File: config.mk
export PLATFORM = sky130hd
export DESIGN_NAME = hvn_ctrl
export DESIGN_NICKNAME = d
export VERILOG_FILES = /design/src/design/hvn_pkg.sv /design/src/design/hvn_ctrl.sv
export SDC_FILE = /design/constraint.sdc
export NUM_CORES = 1
export LEC_CHECK = 0
export ABC_CLOCK_PERIOD_IN_PS = 3700
export BUFFER_PORTS_ARGS = -buffer_cell sky130_fd_sc_hd__buf_2
export CAP_MARGIN = 20
export CELL_PAD_IN_SITES_DETAIL_PLACEMENT = 2
export CELL_PAD_IN_SITES_GLOBAL_PLACEMENT = 2
export CORE_MARGIN = 1
export CORE_UTILIZATION = 35
export CTS_BUF_LIST = sky130_fd_sc_hd__clkbuf_4 sky130_fd_sc_hd__clkbuf_8
export DETAILED_ROUTE_END_ITERATION = 12
export GPL_ROUTABILITY_DRIVEN = 0
export PLACE_DENSITY_LB_ADDON = 0.05
export SLEW_MARGIN = 20
export SYNTH_ARGS = -nofsm -noshare
export SYNTH_HDL_FRONTEND = slang
export SYNTH_SLANG_ARGS = --single-unit
File: constraint.sdc
create_clock -name clk -period 3.7 [get_ports clk]
set_clock_uncertainty 0.2 [all_clocks]
set_input_delay 0.185 -clock clk [delete_from_list [all_inputs] [get_ports clk]]
set_output_delay 0.185 -clock clk [all_outputs]
set_load 0.005 [all_outputs]
File: src/design/hvn_pkg.sv
package hvn_pkg;

    // Field widths of the result item
    localparam int POS_X_W  = 28;
    localparam int POS_Y_W  = 26;
    localparam int POS_Z_W  = 28;
    localparam int NRM_XZ_W = 16;
    localparam int NRM_Y_W  = 15;
    localparam int TEX_W    = 17;
    localparam int VIDX_W   = 24;
    localparam int OUT_DATA_W = 192;

    // Configuration port
    localparam int CFG_IDX_W  = 3;
    localparam int CFG_DATA_W = 24;

    localparam logic [CFG_IDX_W-1:0] CFG_GRID_WIDTH    = 3'd0;
    localparam logic [CFG_IDX_W-1:0] CFG_GRID_HEIGHT   = 3'd1;
    localparam logic [CFG_IDX_W-1:0] CFG_GRID_SPACING  = 3'd2;
    localparam logic [CFG_IDX_W-1:0] CFG_HEIGHT_SCALE  = 3'd3;
    localparam logic [CFG_IDX_W-1:0] CFG_HEIGHT_OFFSET = 3'd4;
    localparam logic [CFG_IDX_W-1:0] CFG_NORMAL_UP     = 3'd5;
    localparam logic [CFG_IDX_W-1:0] CFG_UV_STEP       = 3'd6;

    // Sequencer step counts (last step index of each phase)
    localparam int STEP_W     = 6;
    localparam int READ_LAST  = 5;
    localparam int ARITH_LAST = 10;
    localparam int SQRT_LAST  = 31;
    localparam int DIV_LAST   = 15;
    localparam int COMP_LAST  = 2;

    // Normal component selectors
    localparam logic [1:0] COMP_X = 2'd0;
    localparam logic [1:0] COMP_Y = 2'd1;
    localparam logic [1:0] COMP_Z = 2'd2;

    localparam logic [NRM_Y_W-1:0] NRM_ONE = 15'h7FFF;

    typedef enum logic [3:0] {
        ST_IDLE,
        ST_EVAL,
        ST_READ,
        ST_ARITH,
        ST_SQRT,
        ST_DINIT,
        ST_DIV,
        ST_OUT,
        ST_COMMIT
    } state_t;

    typedef enum logic [2:0] {
        OP_NONE,
        OP_LATCH,
        OP_READ,
        OP_ARITH,
        OP_SQRT,
        OP_DINIT,
        OP_DIV,
        OP_COMMIT
    } op_t;

    typedef struct packed {
        op_t               op;
        logic [STEP_W-1:0] step;
        logic [1:0]        sel;
        logic              emitted;
    } cmd_t;

    typedef struct packed {
        logic emit;
        logic m_zero;
    } sts_t;

    typedef struct packed {
        logic [POS_X_W-1:0]         pos_x;
        logic signed [POS_Y_W-1:0]  pos_y;
        logic [POS_Z_W-1:0]         pos_z;
        logic signed [NRM_XZ_W-1:0] normal_x;
        logic [NRM_Y_W-1:0]         normal_y;
        logic signed [NRM_XZ_W-1:0] normal_z;
        logic [TEX_W-1:0]           tex_u;
        logic [TEX_W-1:0]           tex_v;
        logic [VIDX_W-1:0]          vertex_index;
        logic                       quad_valid;
        logic                       last_vertex;
    } res_t;

endpackage

File: src/design/hvn_ctrl.sv
module hvn_ctrl
    import hvn_pkg::*;
(
    input  logic clk,
    input  logic rst_n,
    input  logic in_valid,
    output logic in_ready,
    input  logic out_free,
    output logic out_load,
    input  sts_t sts,
    output cmd_t cmd
);

    state_t            state_reg, state_next;
    logic [STEP_W-1:0] step_reg, step_next;
    logic [1:0]        sel_reg, sel_next;
    logic              emit_reg, emit_next;

    always_ff @(posedge clk or negedge rst_n)
    begin
        if (!rst_n)
        begin
            state_reg <= ST_IDLE;
            step_reg  <= '0;
            sel_reg   <= '0;
            emit_reg  <= 1'b0;
        end
        else
        begin
            state_reg <= state_next;
            step_reg  <= step_next;
            sel_reg   <= sel_next;
            emit_reg  <= emit_next;
        end
    end

    always_comb
    begin
        state_next  = state_reg;
        step_next   = step_reg;
        sel_next    = sel_reg;
        emit_next   = emit_reg;
        in_ready    = 1'b0;
        out_load    = 1'b0;
        cmd.op      = OP_NONE;
        cmd.step    = step_reg;
        cmd.sel     = sel_reg;
        cmd.emitted = emit_reg;
        case (state_reg)
            ST_IDLE:
            begin
                in_ready = 1'b1;
                if (in_valid)
                begin
                    cmd.op     = OP_LATCH;
                    state_next = ST_EVAL;
                end
            end
            ST_EVAL:
            begin
                emit_next  = sts.emit;
                step_next  = '0;
                sel_next   = COMP_X;
                state_next = sts.emit ? ST_READ : ST_COMMIT;
            end
            ST_READ:
            begin
                cmd.op = OP_READ;
                if (step_reg == STEP_W'(READ_LAST))
                begin
                    step_next  = '0;
                    state_next = ST_ARITH;
                end
                else
                begin
                    step_next = step_reg + 1'b1;
                end
            end
            ST_ARITH:
            begin
                cmd.op = OP_ARITH;
                if (step_reg == STEP_W'(ARITH_LAST))
                begin
                    step_next  = '0;
                    state_next = ST_SQRT;
                end
                else
                begin
                    step_next = step_reg + 1'b1;
                end
            end
            ST_SQRT:
            begin
                cmd.op = OP_SQRT;
                if (step_reg == STEP_W'(SQRT_LAST))
                begin
                    step_next  = '0;
                    state_next = ST_DINIT;
                end
                else
                begin
                    step_next = step_reg + 1'b1;
                end
            end
            ST_DINIT:
            begin
                // zero magnitude: fixed straight-up normal, no divisions
                if (sts.m_zero)
                begin
                    state_next = ST_OUT;
                end
                else
                begin
                    cmd.op     = OP_DINIT;
                    step_next  = '0;
                    state_next = ST_DIV;
                end
            end
            ST_DIV:
            begin
                cmd.op = OP_DIV;
                if (step_reg == STEP_W'(DIV_LAST))
                begin
                    step_next = '0;
                    if (sel_reg == 2'(COMP_LAST))
                    begin
                        state_next = ST_OUT;
                    end
                    else
                    begin
                        sel_next   = sel_reg + 1'b1;
                        state_next = ST_DINIT;
                    end
                end
                else
                begin
                    step_next = step_reg + 1'b1;
                end
            end
            ST_OUT:
            begin
                if (out_free)
                begin
                    out_load   = 1'b1;
                    state_next = ST_COMMIT;
                end
            end
            ST_COMMIT:
            begin
                cmd.op     = OP_COMMIT;
                state_next = ST_IDLE;
            end
            default:
            begin
                state_next = ST_IDLE;
            end
        endcase
    end

endmodule

==> results by group <==
Clocking
  – Num CTS Buffers: 3
  – Clock Tree Root: clkbuf_4
  – Post-CTS Setup Bufs: 0
  – Worst-case clock buffer depth: 2
  – Skew-Pair Late Insertion Delay: 0.29 ns
  – Clock transition at path regs: about 0.090 ns
  – H-Tree Depth: 1
  – CTS Sinks: 13
  – CTS tree: built
  – Post_cts resized: 0

Power
  – Clock group share of total power: 0.111
  – Combinational power share: 0.557
  – P_sw: 0.431 mW
  – Sw frac: 0.476
  – Reg power frac: 0.331
  – Internal: roughly 0.47 mW
  – Power per Cell Area: 796 nW/µm²
  – Pleak: 0.489 nW
  – Max VDD drop: between 500 and 600 µV

Logic synthesis
  – Avg Cell Area, Syn: 8.45 µm²
  – Syn Nets: 126
  – Top post-synthesis cells by area: dfrtp_1 33%, ha_1 5.1%, o21ai_0 4.6%, a21oi_1 4.1%, nor2_1 3.4%
  – Proportion of synthesized area in mux cells: 0.0524
  – Post-synth top area cell: dfrtp_1
  – Fraction of registers with async set/reset: 1.00
  – Main synth FF type: dfrtp_1
  – Number of synthesized flops with an enable pin: 0
  – FF+latch count, synth: 13
  – Main combinational cell family by area after synthesis: compound AO/OA/AOI/OAI gates
  – Area share of the largest cell type after synthesis: 0.332
  – Synth Instances: 116
  – Count leader, synth: dfrtp_1
  – Most common library cells after synthesis: 13 x dfrtp_1, 9 x nor2_1, 9 x o21ai_0
  – Compound-Gate Fraction of Synth Area: 0.254
  – Seq/Total Area, Yosys: 0.332
  – Adder-cell share of the synthesized area: 0.0511
  – Synth Area in XOR/XNOR: 0.00894
  – Simple-gate area share of the yosys netlist: 0.248
  – Mapped cell area: 980 µm²
  – Netlist cell types: 38
  – Yosys Warn Count: 0

Setup path
  – Required time of the critical path: 3.68 ns
  – Critical Path Sink Type: flop
  – Crit-path max FO: 6
  – Setup CP Type: flop to flop
  – Crit path launch type: flop
  – Crit path DAT: 2.36 ns

STA
  – Worst-Margin Slew: 0.548 ns
  – Fin. Hold Viols: 0
  – Final Cycle Share: 0.643
  – Max_slew headroom: 0.635
  – Max Fclk: 421 MHz
  – Crit path time final: 2.38 ns
  – Fin. max-slew vios: 0
  – Setup TNS: 0 ns
  – Final setup vio count: 0
  – RSZ-0062 raised after global routing: no

Status
  – Status: completed

Global routing
  – Total GRT Usage: 0.207
  – Antenna violations before repair: 0
  – Largest net degree at the start of global routing: 20
  – Global route overflow: 0
  – First-pass GRT wire length: 4.29 mm
  – Number of global-route vias before repair: 916

Detailed routing
  – Antenna-violating nets left: 0
  – Total wire length: around 2.8 mm
  – 1st-pass router iterations: 3
  – Wire per inst: 16.8 µm
  – DRT iter0 DRCs: 5
  – DRC: 0
  – Detailed-route via count: 949
  – Via-to-Cell Ratio: 5.75

Final layout
  – Util after Layout: 0.442
  – Layout cells sized above 1: 0.244
  – Max reg flops: 6
  – Area grow syn2layout: 16.0%
  – Nets: 146
  – Ant diodes: 0

Floorplanning
  – Die area: 3010 µm²
  – I/O pin total: 20
  – Die height: between 50 and 60 µm
  – Row cnt: 18
  – Die span in x: 54.9 µm
  – Starting Density: 0.382
  – Core box area: 2570 µm²

Placement
  – I/O Buffers: 19
  – HPWL Detailed: around 2.1 mm

Run
  – Max Cap Viol: 0

Hold path
  – Hold crit path type: input port to async pin
## per-stage QoR
| stage | total power [mW] | cells | setup slack [ns] | instance area, µm² | hold slack, ns |
|---|---|---|---|---|---|
| floorplan | 0.657 | 116 | 1.46 | 980 | -0.311 |
| global placement | 0.787 | 159 | 1.37 | 1090 | -0.104 |
| detailed placement | 0.810 | 159 | 1.32 | 1090 | -0.0952 |
| CTS | 0.919 | 165 | 1.30 | 1140 | 0.112 |
| global route | 0.983 | 165 | 1.18 | 1140 | 0.155 |
| finish | 0.905 | 165 | 1.32 | 1140 | 0.119 |
## path summary, 6_finish.rpt
path                                          from                       end  slack [ns]  depth (start not counted)
max                        step_reg[1]$_DFFE_PN0P_  state_reg[0]$_DFFE_PN0P_        1.32                          7
min                                          rst_n   step_reg[4]$_DFFE_PN0P_        0.12                          2
max reg2reg                step_reg[1]$_DFFE_PN0P_  state_reg[0]$_DFFE_PN0P_        1.32                          7
min reg2reg                   emit_reg$_DFFE_PN0P_      emit_reg$_DFFE_PN0P_        0.31                          1
max in group asynchronous                    rst_n   step_reg[0]$_DFFE_PN0P_        2.93                          2
min in group clk                          out_free  state_reg[2]$_DFFE_PN0P_        0.21                          4
## cell type report
cell class | instances | area [µm²]
Multi-Input combinational cell | 90 | 602
Inverter | 7 | 26.3
Timing Repair Buffer | 21 | 115
Sequential cell | 13 | 325
Clock buffer | 4 | 30.0
Tap cell | 30 | 37.5
Fill cell | 305 | 1430
## worst max-delay path, stage by stage, from the launching register on
cell      delay, ns
dfrtp_1        0.44
inv_1          0.10
ha_1           0.14
nand2_1        0.06
o311ai_1       0.34
o211ai_2       0.23
or3_4          0.45
mux2_4         0.31
## layout by cell type, fill, tap and decap left out, types with 2 or more instances in the layout
cell type,Yosys,final
a211oi_1,3,3
a21oi_1,8,8
and2_1,2,2
buf_2,0,19
clkbuf_4,0,4
dfrtp_1,13,13
dlygate4sd3_1,0,2
ha_1,4,4
inv_1,7,7
mux2_4,2,2
nand2_1,7,7
nand2b_1,5,5
nand3_1,5,5
nand3b_1,4,4
nor2_1,9,9
nor3_1,6,6
o21ai_0,9,9
o22ai_1,5,5
## repair_timing
action	in CTS	in global routing
endpoints found under the setup margin	0	0
hold buffers	2	0
hold endpoints to repair	14	0
## per-layer routing
layer  vias to the layer above  wire length [µm]  GRT usage
met5                         -                 0          0
met4                         0                15     0.0500
met3                         2               102     0.0656
met2                        17              1270      0.343
met1                       469              1380      0.259
li1                        461                 -          -
## logic make-up after synthesis
logic type,count (synthesis)
xor gates and xnor gates,1
buffers and inverters,13
DFF,13
and+or+nand+nor,45
AOI/OAI and AO/OA,36
muxes,4
adders and majority gates,4
## power by group through the flow
stage | registers (mW) | clock network, mW | logic (mW)
finish | 0.300 | 0.101 | 0.504
global route | 0.314 | 0.112 | 0.557
CTS | 0.300 | 0.109 | 0.510
detailed placement | 0.305 | 0 | 0.504
global placement | 0.297 | 0 | 0.491
floorplan | 0.230 | 0 | 0.428
Power figures use the tool's default switching activity.
